`src/design/hbad_pkg.sv`:
```
`default_nettype none

package hbad_pkg;

  localparam int MAX_ROM_BANKS = 512;
  localparam int MAX_RAM_BANKS = 16;

  localparam int ROM_BANK_W  = $clog2(MAX_ROM_BANKS);
  localparam int ROM_PAGE_W  = 14;
  localparam int RAM_PAGE_W  = 13;
  localparam int RAM_BANK_W  = $clog2(MAX_RAM_BANKS);
  localparam int RAM_COUNT_W = 5;
  localparam int OFFSET_W    = 23;
  localparam int ADDR_W      = 16;

  localparam int CFG_INDEX_W = 3;
  localparam int CFG_DATA_W  = 12;

  localparam logic [CFG_INDEX_W-1:0] CFG_CONTROLLER_KIND = 3'd0;
  localparam logic [CFG_INDEX_W-1:0] CFG_BANK_MODE       = 3'd1;
  localparam logic [CFG_INDEX_W-1:0] CFG_ROM_BANK        = 3'd2;
  localparam logic [CFG_INDEX_W-1:0] CFG_RAM_BANK        = 3'd3;
  localparam logic [CFG_INDEX_W-1:0] CFG_RAM_BANK_COUNT  = 3'd4;
  localparam logic [CFG_INDEX_W-1:0] CFG_BOOT_SIZE       = 3'd5;
  localparam logic [CFG_INDEX_W-1:0] CFG_BOOT_ENABLED    = 3'd6;

  localparam logic [1:0] CTRL_TYPE_ONE = 2'd1;
  localparam logic [1:0] CTRL_TYPE_TWO = 2'd2;

  localparam logic [ROM_BANK_W-1:0]  ROM_LOW_BANK_MASK = ROM_BANK_W'(9'h060);
  localparam logic [RAM_COUNT_W-1:0] RAM_COUNT_MAX     = RAM_COUNT_W'(MAX_RAM_BANKS);

  localparam logic [ADDR_W-1:0] ADDR_VRAM       = 16'h8000;
  localparam logic [ADDR_W-1:0] ADDR_EXT_RAM    = 16'hA000;
  localparam logic [ADDR_W-1:0] ADDR_WORK_RAM   = 16'hC000;
  localparam logic [ADDR_W-1:0] ADDR_ECHO_RAM   = 16'hE000;
  localparam logic [ADDR_W-1:0] ADDR_OAM        = 16'hFE00;
  localparam logic [ADDR_W-1:0] ADDR_PROHIBITED = 16'hFEA0;
  localparam logic [ADDR_W-1:0] ADDR_IO         = 16'hFF00;
  localparam logic [ADDR_W-1:0] ADDR_HIGH_RAM   = 16'hFF80;

  localparam int QUEUE_DEPTH = 2;
  localparam int QUEUE_PTR_W = (QUEUE_DEPTH > 1) ? $clog2(QUEUE_DEPTH) : 1;
  localparam int QUEUE_CNT_W = $clog2(QUEUE_DEPTH + 1);
  localparam int OUT_DEPTH   = 2;
  localparam int OUT_PTR_W   = (OUT_DEPTH > 1) ? $clog2(OUT_DEPTH) : 1;
  localparam int OUT_CNT_W   = $clog2(OUT_DEPTH + 1);

  typedef enum logic [3:0] {
    REG_ROM        = 4'd0,
    REG_BOOT       = 4'd1,
    REG_VRAM       = 4'd2,
    REG_EXT_RAM    = 4'd3,
    REG_WORK_RAM   = 4'd4,
    REG_OAM        = 4'd5,
    REG_PROHIBITED = 4'd6,
    REG_IO         = 4'd7,
    REG_HIGH_RAM   = 4'd8
  } region_t;

  typedef enum logic [1:0] {
    OP_DIRECT   = 2'd0,
    OP_ROM_BANK = 2'd1,
    OP_EXT_BANK = 2'd2,
    OP_UNMAPPED = 2'd3
  } op_t;

  typedef struct packed {
    logic [1:0]             controller_kind;
    logic                   bank_mode;
    logic [ROM_BANK_W-1:0]  rom_bank;
    logic [RAM_BANK_W-1:0]  ram_bank;
    logic [RAM_COUNT_W-1:0] ram_bank_count;
    logic [11:0]            boot_size;
    logic                   boot_enabled;
  } cfg_t;

  // A classified access waiting for its offset to be built.
  typedef struct packed {
    region_t                region;
    op_t                    op;
    logic [ROM_BANK_W-1:0]  bank;
    logic [RAM_COUNT_W-1:0] count;
    logic [ADDR_W-1:0]      local_addr;
  } item_t;

  typedef struct packed {
    region_t             region;
    logic [OFFSET_W-1:0] offset;
    logic                mapped;
  } result_t;

  // Remainder of a RAM bank number by the fitted bank count, one bit per step.
  function automatic logic [RAM_BANK_W-1:0] ram_bank_wrap(
    input logic [RAM_BANK_W-1:0]  bank,
    input logic [RAM_COUNT_W-1:0] count
  );
    logic [RAM_COUNT_W-1:0] rem;
    rem = '0;
    for (int i = RAM_BANK_W - 1; i >= 0; i--) begin
      rem = {rem[RAM_COUNT_W-2:0], bank[i]};
      if (rem >= count) begin
        rem = rem - count;
      end
    end
    return rem[RAM_BANK_W-1:0];
  endfunction

endpackage

`default_nettype wire

```
`src/design/handheld_bus_address_decoder.sv`:
```
// A pushed address is registered in the input queue, then its result in the result queue.
// Throughput: one address per cycle while full is low; a push and a pop may share a cycle,
// limited only by the two-entry queues between the decode stages.
// Reset (rst, synchronous, active high) empties both queues and returns
// the bank registers to their power-on values, with the ROM bank at 1.
`default_nettype none

module handheld_bus_address_decoder (
  input  wire logic                              clk,
  input  wire logic                              rst,
  // Address side, written like a queue.
  input  wire logic                              push,
  output logic                                   full,
  input  wire logic [hbad_pkg::ADDR_W-1:0]       bus_address,
  // Result side, read like a queue.
  output logic                                   empty,
  input  wire logic                              pop,
  output logic [3:0]                             region,
  output logic [hbad_pkg::OFFSET_W-1:0]          offset,
  output logic                                   mapped,
  // Register write channel.
  input  wire logic                              cfg_valid,
  output logic                                   cfg_ready,
  input  wire logic [hbad_pkg::CFG_INDEX_W-1:0]  cfg_index,
  input  wire logic [hbad_pkg::CFG_DATA_W-1:0]   cfg_data
);

  hbad_pkg::cfg_t  cfg;
  hbad_pkg::item_t front_item;
  hbad_pkg::item_t back_item;
  logic            queue_wr;
  logic            queue_full;
  logic            queue_valid;
  logic            back_take;

  // Bank controller and boot overlay registers. Writes are expected only
  // while no address is in flight, so the front stage reads them directly.
  hbad_regs u_regs (
    .clk       (clk),
    .rst       (rst),
    .cfg_valid (cfg_valid),
    .cfg_ready (cfg_ready),
    .cfg_index (cfg_index),
    .cfg_data  (cfg_data),
    .cfg       (cfg)
  );

  // The front stage picks the region and resolves every register-dependent
  // choice: boot overlay, which ROM bank applies, and how external RAM wraps.
  hbad_front u_front (
    .push        (push),
    .full        (full),
    .bus_address (bus_address),
    .cfg         (cfg),
    .queue_full  (queue_full),
    .queue_wr    (queue_wr),
    .queue_item  (front_item)
  );

  // A short queue decouples the classifier from the offset builder so that
  // a stalled result reader does not immediately block new addresses.
  hbad_queue u_queue (
    .clk     (clk),
    .rst     (rst),
    .wr      (queue_wr),
    .wr_item (front_item),
    .full    (queue_full),
    .rd      (back_take),
    .rd_item (back_item),
    .valid   (queue_valid)
  );

  // The back stage assembles the byte offset (bank concatenation or the
  // external RAM bank remainder) and holds finished results for the reader.
  hbad_back u_back (
    .clk      (clk),
    .rst      (rst),
    .in_valid (queue_valid),
    .in_item  (back_item),
    .in_take  (back_take),
    .pop      (pop),
    .empty    (empty),
    .region   (region),
    .offset   (offset),
    .mapped   (mapped)
  );

endmodule

`default_nettype wire

```
`src/design/hbad_regs.sv`:
```
`default_nettype none

module hbad_regs (
  input  wire logic                              clk,
  input  wire logic                              rst,
  input  wire logic                              cfg_valid,
  output logic                                   cfg_ready,
  input  wire logic [hbad_pkg::CFG_INDEX_W-1:0]  cfg_index,
  input  wire logic [hbad_pkg::CFG_DATA_W-1:0]   cfg_data,
  output hbad_pkg::cfg_t                         cfg
);

  hbad_pkg::cfg_t regs;

  assign cfg_ready = 1'b1;
  assign cfg       = regs;

  always_ff @(posedge clk) begin
    if (rst) begin
      regs.controller_kind <= '0;
      regs.bank_mode       <= 1'b0;
      regs.rom_bank        <= hbad_pkg::ROM_BANK_W'(1);
      regs.ram_bank        <= '0;
      regs.ram_bank_count  <= '0;
      regs.boot_size       <= '0;
      regs.boot_enabled    <= 1'b0;
    end else if (cfg_valid && cfg_ready) begin
      case (cfg_index)
        hbad_pkg::CFG_CONTROLLER_KIND: regs.controller_kind <= cfg_data[1:0];
        hbad_pkg::CFG_BANK_MODE:       regs.bank_mode       <= cfg_data[0];
        hbad_pkg::CFG_ROM_BANK:
          regs.rom_bank <= cfg_data[hbad_pkg::ROM_BANK_W-1:0];
        hbad_pkg::CFG_RAM_BANK:
          regs.ram_bank <= cfg_data[hbad_pkg::RAM_BANK_W-1:0];
        hbad_pkg::CFG_RAM_BANK_COUNT:
          regs.ram_bank_count <= cfg_data[hbad_pkg::RAM_COUNT_W-1:0];
        hbad_pkg::CFG_BOOT_SIZE:       regs.boot_size       <= cfg_data[11:0];
        hbad_pkg::CFG_BOOT_ENABLED:    regs.boot_enabled    <= cfg_data[0];
        default: begin
        end
      endcase
    end
  end

endmodule

`default_nettype wire

```
`src/design/hbad_front.sv`:
```
`default_nettype none

module hbad_front (
  input  wire logic                         push,
  output logic                              full,
  input  wire logic [hbad_pkg::ADDR_W-1:0]  bus_address,
  input  wire hbad_pkg::cfg_t               cfg,
  input  wire logic                         queue_full,
  output logic                              queue_wr,
  output hbad_pkg::item_t                   queue_item
);

  logic [hbad_pkg::RAM_COUNT_W-1:0] count_sat;

  assign full     = queue_full;
  assign queue_wr = push && !queue_full;

  assign count_sat = (cfg.ram_bank_count > hbad_pkg::RAM_COUNT_MAX) ?
                     hbad_pkg::RAM_COUNT_MAX : cfg.ram_bank_count;

  always_comb begin
    queue_item.region     = hbad_pkg::REG_PROHIBITED;
    queue_item.op         = hbad_pkg::OP_UNMAPPED;
    queue_item.bank       = '0;
    queue_item.count      = '0;
    queue_item.local_addr = '0;
    if (bus_address < hbad_pkg::ADDR_VRAM) begin
      queue_item.local_addr = bus_address;
      if (cfg.boot_enabled && (bus_address < {4'd0, cfg.boot_size})) begin
        queue_item.region = hbad_pkg::REG_BOOT;
        queue_item.op     = hbad_pkg::OP_DIRECT;
      end else if (!bus_address[hbad_pkg::ROM_PAGE_W]) begin
        queue_item.region = hbad_pkg::REG_ROM;
        if ((cfg.controller_kind == hbad_pkg::CTRL_TYPE_ONE) && cfg.bank_mode) begin
          queue_item.op   = hbad_pkg::OP_ROM_BANK;
          queue_item.bank = cfg.rom_bank & hbad_pkg::ROM_LOW_BANK_MASK;
        end else begin
          queue_item.op   = hbad_pkg::OP_DIRECT;
        end
      end else begin
        queue_item.region = hbad_pkg::REG_ROM;
        queue_item.op     = hbad_pkg::OP_ROM_BANK;
        queue_item.bank   = cfg.rom_bank;
      end
    end else if (bus_address < hbad_pkg::ADDR_EXT_RAM) begin
      queue_item.region     = hbad_pkg::REG_VRAM;
      queue_item.op         = hbad_pkg::OP_DIRECT;
      queue_item.local_addr = {3'd0, bus_address[12:0]};
    end else if (bus_address < hbad_pkg::ADDR_WORK_RAM) begin
      queue_item.region = hbad_pkg::REG_EXT_RAM;
      if (cfg.controller_kind == hbad_pkg::CTRL_TYPE_TWO) begin
        queue_item.op         = hbad_pkg::OP_DIRECT;
        queue_item.local_addr = {7'd0, bus_address[8:0]};
      end else if (count_sat != '0) begin
        queue_item.op         = hbad_pkg::OP_EXT_BANK;
        queue_item.bank       = {{(hbad_pkg::ROM_BANK_W - hbad_pkg::RAM_BANK_W){1'b0}},
                                 cfg.ram_bank};
        queue_item.count      = count_sat;
        queue_item.local_addr = {3'd0, bus_address[12:0]};
      end
    end else if (bus_address < hbad_pkg::ADDR_OAM) begin
      // Work RAM and its echo share the low 13 address bits.
      queue_item.region     = hbad_pkg::REG_WORK_RAM;
      queue_item.op         = hbad_pkg::OP_DIRECT;
      queue_item.local_addr = {3'd0, bus_address[12:0]};
    end else if (bus_address < hbad_pkg::ADDR_PROHIBITED) begin
      queue_item.region     = hbad_pkg::REG_OAM;
      queue_item.op         = hbad_pkg::OP_DIRECT;
      queue_item.local_addr = {8'd0, bus_address[7:0]};
    end else if (bus_address < hbad_pkg::ADDR_IO) begin
      queue_item.region = hbad_pkg::REG_PROHIBITED;
    end else if (bus_address < hbad_pkg::ADDR_HIGH_RAM) begin
      queue_item.region     = hbad_pkg::REG_IO;
      queue_item.op         = hbad_pkg::OP_DIRECT;
      queue_item.local_addr = {9'd0, bus_address[6:0]};
    end else begin
      queue_item.region     = hbad_pkg::REG_HIGH_RAM;
      queue_item.op         = hbad_pkg::OP_DIRECT;
      queue_item.local_addr = {9'd0, bus_address[6:0]};
    end
  end

endmodule

`default_nettype wire

```
`src/design/hbad_queue.sv`:
```
`default_nettype none

module hbad_queue (
  input  wire logic             clk,
  input  wire logic             rst,
  input  wire logic             wr,
  input  wire hbad_pkg::item_t  wr_item,
  output logic                  full,
  input  wire logic             rd,
  output hbad_pkg::item_t       rd_item,
  output logic                  valid
);

  hbad_pkg::item_t                 entries [hbad_pkg::QUEUE_DEPTH];
  logic [hbad_pkg::QUEUE_PTR_W-1:0] wr_ptr;
  logic [hbad_pkg::QUEUE_PTR_W-1:0] rd_ptr;
  logic [hbad_pkg::QUEUE_CNT_W-1:0] count;
  logic                             do_wr;
  logic                             do_rd;

  localparam logic [hbad_pkg::QUEUE_PTR_W-1:0] LastPtr =
    hbad_pkg::QUEUE_PTR_W'(hbad_pkg::QUEUE_DEPTH - 1);
  localparam logic [hbad_pkg::QUEUE_CNT_W-1:0] FullCount =
    hbad_pkg::QUEUE_CNT_W'(hbad_pkg::QUEUE_DEPTH);

  assign full    = (count == FullCount);
  assign valid   = (count != '0);
  assign rd_item = entries[rd_ptr];
  assign do_wr   = wr && !full;
  assign do_rd   = rd && valid;

  always_ff @(posedge clk) begin
    if (do_wr) begin
      entries[wr_ptr] <= wr_item;
    end
  end

  always_ff @(posedge clk) begin
    if (rst) begin
      wr_ptr <= '0;
      rd_ptr <= '0;
      count  <= '0;
    end else begin
      if (do_wr) begin
        wr_ptr <= (wr_ptr == LastPtr) ? '0 : wr_ptr + 1'b1;
      end
      if (do_rd) begin
        rd_ptr <= (rd_ptr == LastPtr) ? '0 : rd_ptr + 1'b1;
      end
      case ({do_wr, do_rd})
        2'b10:   count <= count + 1'b1;
        2'b01:   count <= count - 1'b1;
        default: count <= count;
      endcase
    end
  end

endmodule

`default_nettype wire

```
`src/design/hbad_back.sv`:
```
`default_nettype none

module hbad_back (
  input  wire logic                           clk,
  input  wire logic                           rst,
  input  wire logic                           in_valid,
  input  wire hbad_pkg::item_t                in_item,
  output logic                                in_take,
  input  wire logic                           pop,
  output logic                                empty,
  output logic [3:0]                          region,
  output logic [hbad_pkg::OFFSET_W-1:0]       offset,
  output logic                                mapped
);

  hbad_pkg::result_t                results [hbad_pkg::OUT_DEPTH];
  hbad_pkg::result_t                built;
  logic [hbad_pkg::OUT_PTR_W-1:0]   wr_ptr;
  logic [hbad_pkg::OUT_PTR_W-1:0]   rd_ptr;
  logic [hbad_pkg::OUT_CNT_W-1:0]   count;
  logic                             do_rd;

  localparam logic [hbad_pkg::OUT_PTR_W-1:0] LastPtr =
    hbad_pkg::OUT_PTR_W'(hbad_pkg::OUT_DEPTH - 1);
  localparam logic [hbad_pkg::OUT_CNT_W-1:0] FullCount =
    hbad_pkg::OUT_CNT_W'(hbad_pkg::OUT_DEPTH);

  // Build the byte offset from the classified access.
  always_comb begin
    built.region = in_item.region;
    built.mapped = 1'b1;
    case (in_item.op)
      hbad_pkg::OP_DIRECT: begin
        built.offset = {{(hbad_pkg::OFFSET_W - hbad_pkg::ADDR_W){1'b0}},
                        in_item.local_addr};
      end
      hbad_pkg::OP_ROM_BANK: begin
        built.offset = {in_item.bank, in_item.local_addr[hbad_pkg::ROM_PAGE_W-1:0]};
      end
      hbad_pkg::OP_EXT_BANK: begin
        built.offset = {{(hbad_pkg::OFFSET_W - hbad_pkg::RAM_BANK_W
                          - hbad_pkg::RAM_PAGE_W){1'b0}},
                        hbad_pkg::ram_bank_wrap(in_item.bank[hbad_pkg::RAM_BANK_W-1:0],
                                                in_item.count),
                        in_item.local_addr[hbad_pkg::RAM_PAGE_W-1:0]};
      end
      default: begin
        built.offset = '0;
        built.mapped = 1'b0;
      end
    endcase
  end

  assign in_take = in_valid && (count != FullCount);
  assign empty   = (count == '0);
  assign do_rd   = pop && !empty;
  assign region  = results[rd_ptr].region;
  assign offset  = results[rd_ptr].offset;
  assign mapped  = results[rd_ptr].mapped;

  always_ff @(posedge clk) begin
    if (in_take) begin
      results[wr_ptr] <= built;
    end
  end

  always_ff @(posedge clk) begin
    if (rst) begin
      wr_ptr <= '0;
      rd_ptr <= '0;
      count  <= '0;
    end else begin
      if (in_take) begin
        wr_ptr <= (wr_ptr == LastPtr) ? '0 : wr_ptr + 1'b1;
      end
      if (do_rd) begin
        rd_ptr <= (rd_ptr == LastPtr) ? '0 : rd_ptr + 1'b1;
      end
      case ({in_take, do_rd})
        2'b10:   count <= count + 1'b1;
        2'b01:   count <= count - 1'b1;
        default: count <= count;
      endcase
    end
  end

endmodule

`default_nettype wire

```
`config.mk`:
```
export PLATFORM = sky130hd
export DESIGN_NAME = handheld_bus_address_decoder
export DESIGN_NICKNAME = d
export VERILOG_FILES = /design/src/design/hbad_pkg.sv /design/src/design/handheld_bus_address_decoder.sv /design/src/design/hbad_regs.sv /design/src/design/hbad_front.sv /design/src/design/hbad_queue.sv /design/src/design/hbad_back.sv
export SDC_FILE = /design/constraint.sdc
export NUM_CORES = 1
export LEC_CHECK = 0
export ABC_AREA = 1
export BUFFER_PORTS_ARGS = -buffer_cell sky130_fd_sc_hd__buf_2
export CORE_ASPECT_RATIO = 1.4
export CORE_MARGIN = 5
export CORE_UTILIZATION = 33
export DETAILED_ROUTE_END_ITERATION = 8
export HOLD_SLACK_MARGIN = 0.03
export MAX_ROUTING_LAYER = met4
export PLACE_DENSITY = 0.45
export SYNTH_ARGS = -nofsm -noshare
export SYNTH_HDL_FRONTEND = slang
export SYNTH_HIERARCHICAL = 1
export SYNTH_SLANG_ARGS = --single-unit
export TNS_END_PERCENT = 5
```
`constraint.sdc`:
```
create_clock -name clk -period 11.7 [get_ports clk]
set_input_delay 0.585 -clock clk [delete_from_list [all_inputs] [get_ports clk]]
set_output_delay 0.585 -clock clk [all_outputs]
set_load 0.01 [all_outputs]
```
[After elaboration in Yosys (flattened, before gate mapping)]
Memories as Yosys holds them, arrays and structs flattened. A register that Yosys moved wholly into a read port is not among the register bits.
Cells that the tools add are included.
Storage, ports and cells
  flip-flop bits (word level): 42
  RAM bits: 128
  input bits: 36
  output and inout bits: 31
  word-level logic and storage cells: 130
  memories: 2
Cells by class
  add/sub/neg operators: 12
  $lt $le $gt $ge: 13
  equality and inequality tests: 16
  mux-type cells: 50
  reduce and logical (&&, ||, !) cells: 24
Memories
  u_queue.entries: words 2, bits a word 36, read ports 1, clocked after Yosys merged registers in 1, write ports 1, RTL line hbad_queue.sv:14  | hbad_pkg::item_t entries [hbad_pkg::QUEUE_DEPTH];
  u_back.results: words 2, bits a word 28, read ports 1, clocked after Yosys merged registers in 1, write ports 1, RTL line hbad_back.sv:16  | hbad_pkg::result_t results [hbad_pkg::OUT_DEPTH];
Operators with widths (number)
  less-than comparator 16 bit (second input constant): 7
  2-to-1 mux 16 bit: 6
  one-hot mux 23 bit (3 select lines): 1
  2-to-1 mux 14 bit: 3
  2-to-1 mux 4 bit: 8
  2-to-1 mux 31 bit: 1
  2-to-1 mux 6 bit: 5
  less-than comparator 16 x 12 -> 1 bit: 1
  >= comparator 5 bit: 3
  2-to-1 mux 15 bit: 1
  2-to-1 mux 1 bit: 14
  2-to-1 mux 7 bit: 2
  AND reduction 2 bit: 7
  subtractor 4 bit: 3
  2-to-1 mux 11 bit: 1
  == test 2 bit (second input constant): 5
  2-to-1 mux 5 bit: 2
  == test 3 bit (second input constant): 3
  2-to-1 mux 9 bit: 1
  == test 2 x 1 -> 1 bit (second input constant): 4
  one-hot mux 2 bit (2 select lines): 2
  logical AND 1 bit: 7
  == test 3 x 2 -> 1 bit (second input constant): 2
  nonzero test 2 bit: 3
  other kinds (15): 23

[Longest topological paths before layout]
  depth in word-level cells: 12
  gate-level depth with buffers: 36
  gate-level depth less buffers: 34

[By module]
The synthesis kept the hierarchy.
By module, submodules not included
  hbad_back: times used 1, cells an instance 282, area each 3250.6 sq um, sequential area each 1781.7 sq um
  hbad_queue: times used 1, cells an instance 152, area each 2997.9 sq um, sequential area each 2262.2 sq um
  hbad_regs: times used 1, cells an instance 214, area each 1455.1 sq um, sequential area each 680.7 sq um
  hbad_front: times used 1, cells an instance 166, area each 829.5 sq um, sequential area each 0.0 sq um

[Worst setup path after synthesis]
Ideal clock, no wire load.
  path type: register -> register
  start: register (tool-made name)
  end: memory u_back/results[0][15] in the netlist's numbering, data pin
  library setup time: 267 ps
  arrival time: 4574 ps
  data required time: 11433 ps
  setup slack: 6860 ps
  stages on the path, launching flop included: 31
  path buffers: 2
  period minus slack after synthesis: 4840 ps
  path through: dfxtp_1 buf_6 buf_12 mux2_4 ha_1 inv_1 nand2_1 nand3_2 o21ai_1 inv_2 fa_1 nand2_2 nand2_1 inv_1 ha_1 a21oi_2 o21ai_2 nand2_1 nand2_2 a21oi_4 or2_1 nand2_1 ha_1 a21oi_1 nand2_1 nand2_1 nand3b_1 a21oi_2 inv_2 o21ai_2 o211ai_2
RTL lines (RTL line)
  to (decl): hbad_back.sv:16

==> results by stage <==
Critical path:
- STA puts the critical path data arrival time at 5.65 ns.
- In this run the critical register-to-register path is captured at u_back/results[0][15].
- The cell with the biggest individual delay on the critical path is buf_4.
- Along the worst path, the maximum fanout reaches 36.
- The data required time of the critical path is 11.86 ns.
- The delay contributed by the slowest stage of the critical path is 0.51 ns.
- Among the stages of the critical path, the cell type that occurs most often is nand2_1.
- The critical setup path kind is flip-flop to flip-flop.
- Measured in cells, the most critical reg-to-reg path has a length of 31.
- The kind of launch point of the worst setup path is a flip-flop.
- STA classifies the critical path endpoint as a flip-flop.
- The worst register-to-register path has a setup slack of 6.20 ns.

Global route:
- The total global routing overflow is 0.
- The number of global-route vias before repair is 5716.
- Entering global routing, the biggest net connects 37 pins.
- The first-pass GRT wire length is 28270 um.
- The number of antenna violations at the first check in global routing is 2.
- Across every metal layer, demand over resource in global routing totals 12.28%.

Pwr:
- The part of the total power dissipated in the clock network is 20.6%.
- The maximum resistive drop on vdd is 0.0001198 V.
- Combinational cells account for 44.8% of the total power.
- The completed layout was analyzed and its total power is 2.606 mW.
- The internal portion of the total power is 1.627 mW.
- Summed over all nets, the switching power comes to 978.3 uW.
- The leakage power is 4.068 nW.
- Per report_power, the sequential group accounts for 34.6% of the total.
- Of the total power, the share spent switching nets is 37.55%.
- Power spread over the standard cell area amounts to 268.6 nW/um^2.

Timing:
- The headroom to the max-slew limit is 25.15%.
- Setup violations remaining at the end of the flow were counted as 0.
- Timing would allow up to 0.1820 GHz.
- The worst clock skew is 0.01535 ns.
- In the final timing run, aggregate negative setup slack is 0 ns.
- The max-slew violation count is 0.
- The routed design could run at a clock period as short as 5.495 ns.
- The final setup slack of the worst path is 6.205 ns.
- The actual transition at the worst max-transition pin is 1.120 ns.
- The number of hold violations in the final report came to 0.
- Setup repair after global routing left no endpoint under its margin.
- Dividing the final minimum period by the clock period gives 46.97%.

Synthesis:
- The cell type with the highest aggregate area in the netlist is edfxtp_1.
- The sequential share of the synthesized area is 55.37%.
- The flip-flop cell with the highest count after synthesis is edfxtp_1.
- The number of nets in the synthesized netlist is 882.
- Ranked by total cell area, the synthesized netlist is headed by edfxtp_1 45%, dfxtp_1 10%, nor2_1 6.1%, mux2_4 5.3%, inv_1 5.1%.
- The instance count of the mapped netlist is 814.
- The async set-or-reset flop fraction in the synthesized netlist is 0%.
- The post-synth design cell area is 8533 um^2.
- By instance count, the leading cell after synthesis is nor2_1.
- By count the netlist is led by 139 x nor2_1, 128 x edfxtp_1, 116 x inv_1.
- The average cell area after synthesis is 10.48 um^2.
- The number of unique standard cell types used by synthesis is 49.
- The number of warning messages in the yosys log is 6.
- The top cell type by area accounts for 45.04% of the synthesized area.
- Synthesis inferred 172 register bits.
- The number of enable flip-flop cells after synthesis is 128.

Routing:
- The wire length after detailed routing is 16730 um.
- The first detailed-routing pass ran for 4 iterations.
- The initial DRC count is 203.
- The per-cell routed wire length is 13.74 um.
- The total via count in the routed design is 5366.
- The number of antenna-violating nets in the routed design is 0.
- The detail-routed via count per cell is 4.409.
- For this run, design rule violations remaining after detail routing come to 0.

CTS:
- The clock insertion delay at the later pin of the skew report is 0.42 ns.
- The number of buffers created by CTS is 17.
- The longest clock path from root to sink contains 2 buffers.
- The level count of the clock H-tree is 4.
- The clock transition at the registers of the reported paths is 0.08 ns.
- The clock tree root buffer cell is clkbuf_16.
- The number of clock sinks is 172.
- Buffers inserted to repair hold after CTS numbered 0.
- The clock tree from TritonCTS is done.
- Buffers added to address setup during post-CTS repair amount to 0.
- Gates resized during post-CTS repair numbered 0.

Place:
- The weighted congestion reported at the end of routability-driven placement is 0.7768.
- During placement, the flow inserted port buffers numbering 65.
- Prior to clock tree synthesis, the placed netlist has a worst setup slack of 6.166 ns.
- The half-perimeter wire length after detailed placement is 12230 um.
- The total placed instance area is 9121 um^2.
- The total placed cells including tap cells is 1183.

Min path:
- The worst hold path depth is 3.
- In this run the most critical hold path is launched from cfg_data[0].
- The worst hold path belongs to the class primary input to flip-flop.
- The endpoint with the worst hold slack is u_regs/cfg[22].

Die:
- The area of the core region is 25470 um^2.
- The total die area is 29220 um^2.
- The initialized floorplan defines 69 standard-cell rows.
- The overall die width is 145.9 um.
- The total I/O pin count is 67.
- The floorplan step set the die height to 200.3 um.
- The starting density of the core is 33.51%.

Cells and area:
- Once layout is complete, the cells apart from fillers number 1217.
- The synthesis-to-layout area growth is 13.67%.
- The share of layout cells above drive strength 1 is 24.11%.
- The final layout contains 951 nets.
- The number of fill cells in the layout is 2546.
- The summed area of non-filler cells in the final layout is 9699 um^2.

Status:
- The run finished with clean final reports.

Flow run:
- The tool flagged a number of max-cap violations equal to 0.
==> metal layers <==
| layer | routed length [um] | global-route usage (%) | part of all wire (%) |
|---|---|---|---|
| met4 | 277 | 4.413 | 1.7 |
| met1 | 7964 | 15.01 | 48 |
| met3 | 426 | 2.328 | 2.5 |
| met2 | 8059 | 20.30 | 48 |
| met5 | 0 | - | 0 |
==> logic make-up (layout without fill, tap and decap cells) <==
family,Yosys count,in the layout,synth area share (%)
AND/OR/NAND/NOR,338,338,17.11
flip-flops,172,172,55.37
buffers and inverters,146,228,7.933
multiplexers,64,64,9.765
AO/OA/AOI/OAI,53,53,4.062
adder cells (fa/ha/maj),32,32,4.956
XOR/XNOR,7,7,0.7185
other,2,4,0.08801
==> area by class of cell <==
type                    instances  area, um^2  share of cell area, %
clock buffers                  17       425.4                  4.386
flip-flops and latches        172        4726                  48.72
multi-input cells             496        3144                  32.42
repair buffers                 70       362.8                  3.741
diodes                          2       5.005                0.05160
well taps                     319       399.1                  4.115
inverters                     126       489.2                  5.044
clock inverters                15       147.6                  1.522
==> registers in the layout, summed over array words and instances (netlist names), named ones only <==
signal and cells:
u_queue/entries 72, u_back/results 56, u_regs/cfg 34, u_back/count 2
u_queue/count 2, u_back/rd_ptr 1, u_back/wr_ptr 1, u_queue/rd_ptr 1
u_queue/wr_ptr 1
==> metrics by stage <==
stage	hold WS (ns)	util, %
floorplan	0.4416	-
finish	0.3696	38.08
global route	0.3567	38.08
global placement	0.4667	35.81
CTS	0.3471	38.06
detailed placement	0.4739	35.81
==> power groups by stage <==
stage | Sequential (mW) | Combinational (mW) | Clock [mW]
final | 0.901 | 1.17 | 0.537
after global routing | 0.916 | 1.32 | 0.581
after CTS | 0.903 | 1.19 | 0.556
after detailed placement | 0.916 | 1.19 | 0
after global placement | 0.913 | 1.19 | 0
after floorplan | 0.909 | 0.928 | 0
==> cell usage in the layout, fill, tap and decap left out, drive strengths merged, types with 21 or more instances in the layout <==
cell type / count
dfxtp: 44
nand2: 123
nor2: 147
edfxtp: 128
o21ai: 21
ha: 29
inv: 131
nand3: 48
mux2: 64
a21oi: 25
buf: 70
==> worst max path at each step <==
stage | endpoint | cells past startpoint | slack [ns] | startpoint
CTS | u_back/results[0][15] | 31 | 6.15 | flip-flop
finish | u_back/results[0][15] | 31 | 6.20 | flip-flop
floorplan | u_back/results[0][15] | 30 | 6.86 | flip-flop
global placement | u_back/results[0][15] | 31 | 6.21 | flip-flop
detailed placement | u_back/results[0][15] | 31 | 6.17 | flip-flop
global route | u_back/results[1][14] | 29 | 5.69 | flip-flop
==> worst max-delay path, delay by kind of cell (launching register included) <==
family                     cells  cell delay (ns)
adders and majority gates      4             1.24
AOI/OAI and AO/OA              8             1.32
buffers and inverters          4             0.68
muxes                          1             0.39
and+or+nand+nor               14             1.24
DFF                            1             0.31
(Power assumes the default switching activity.)
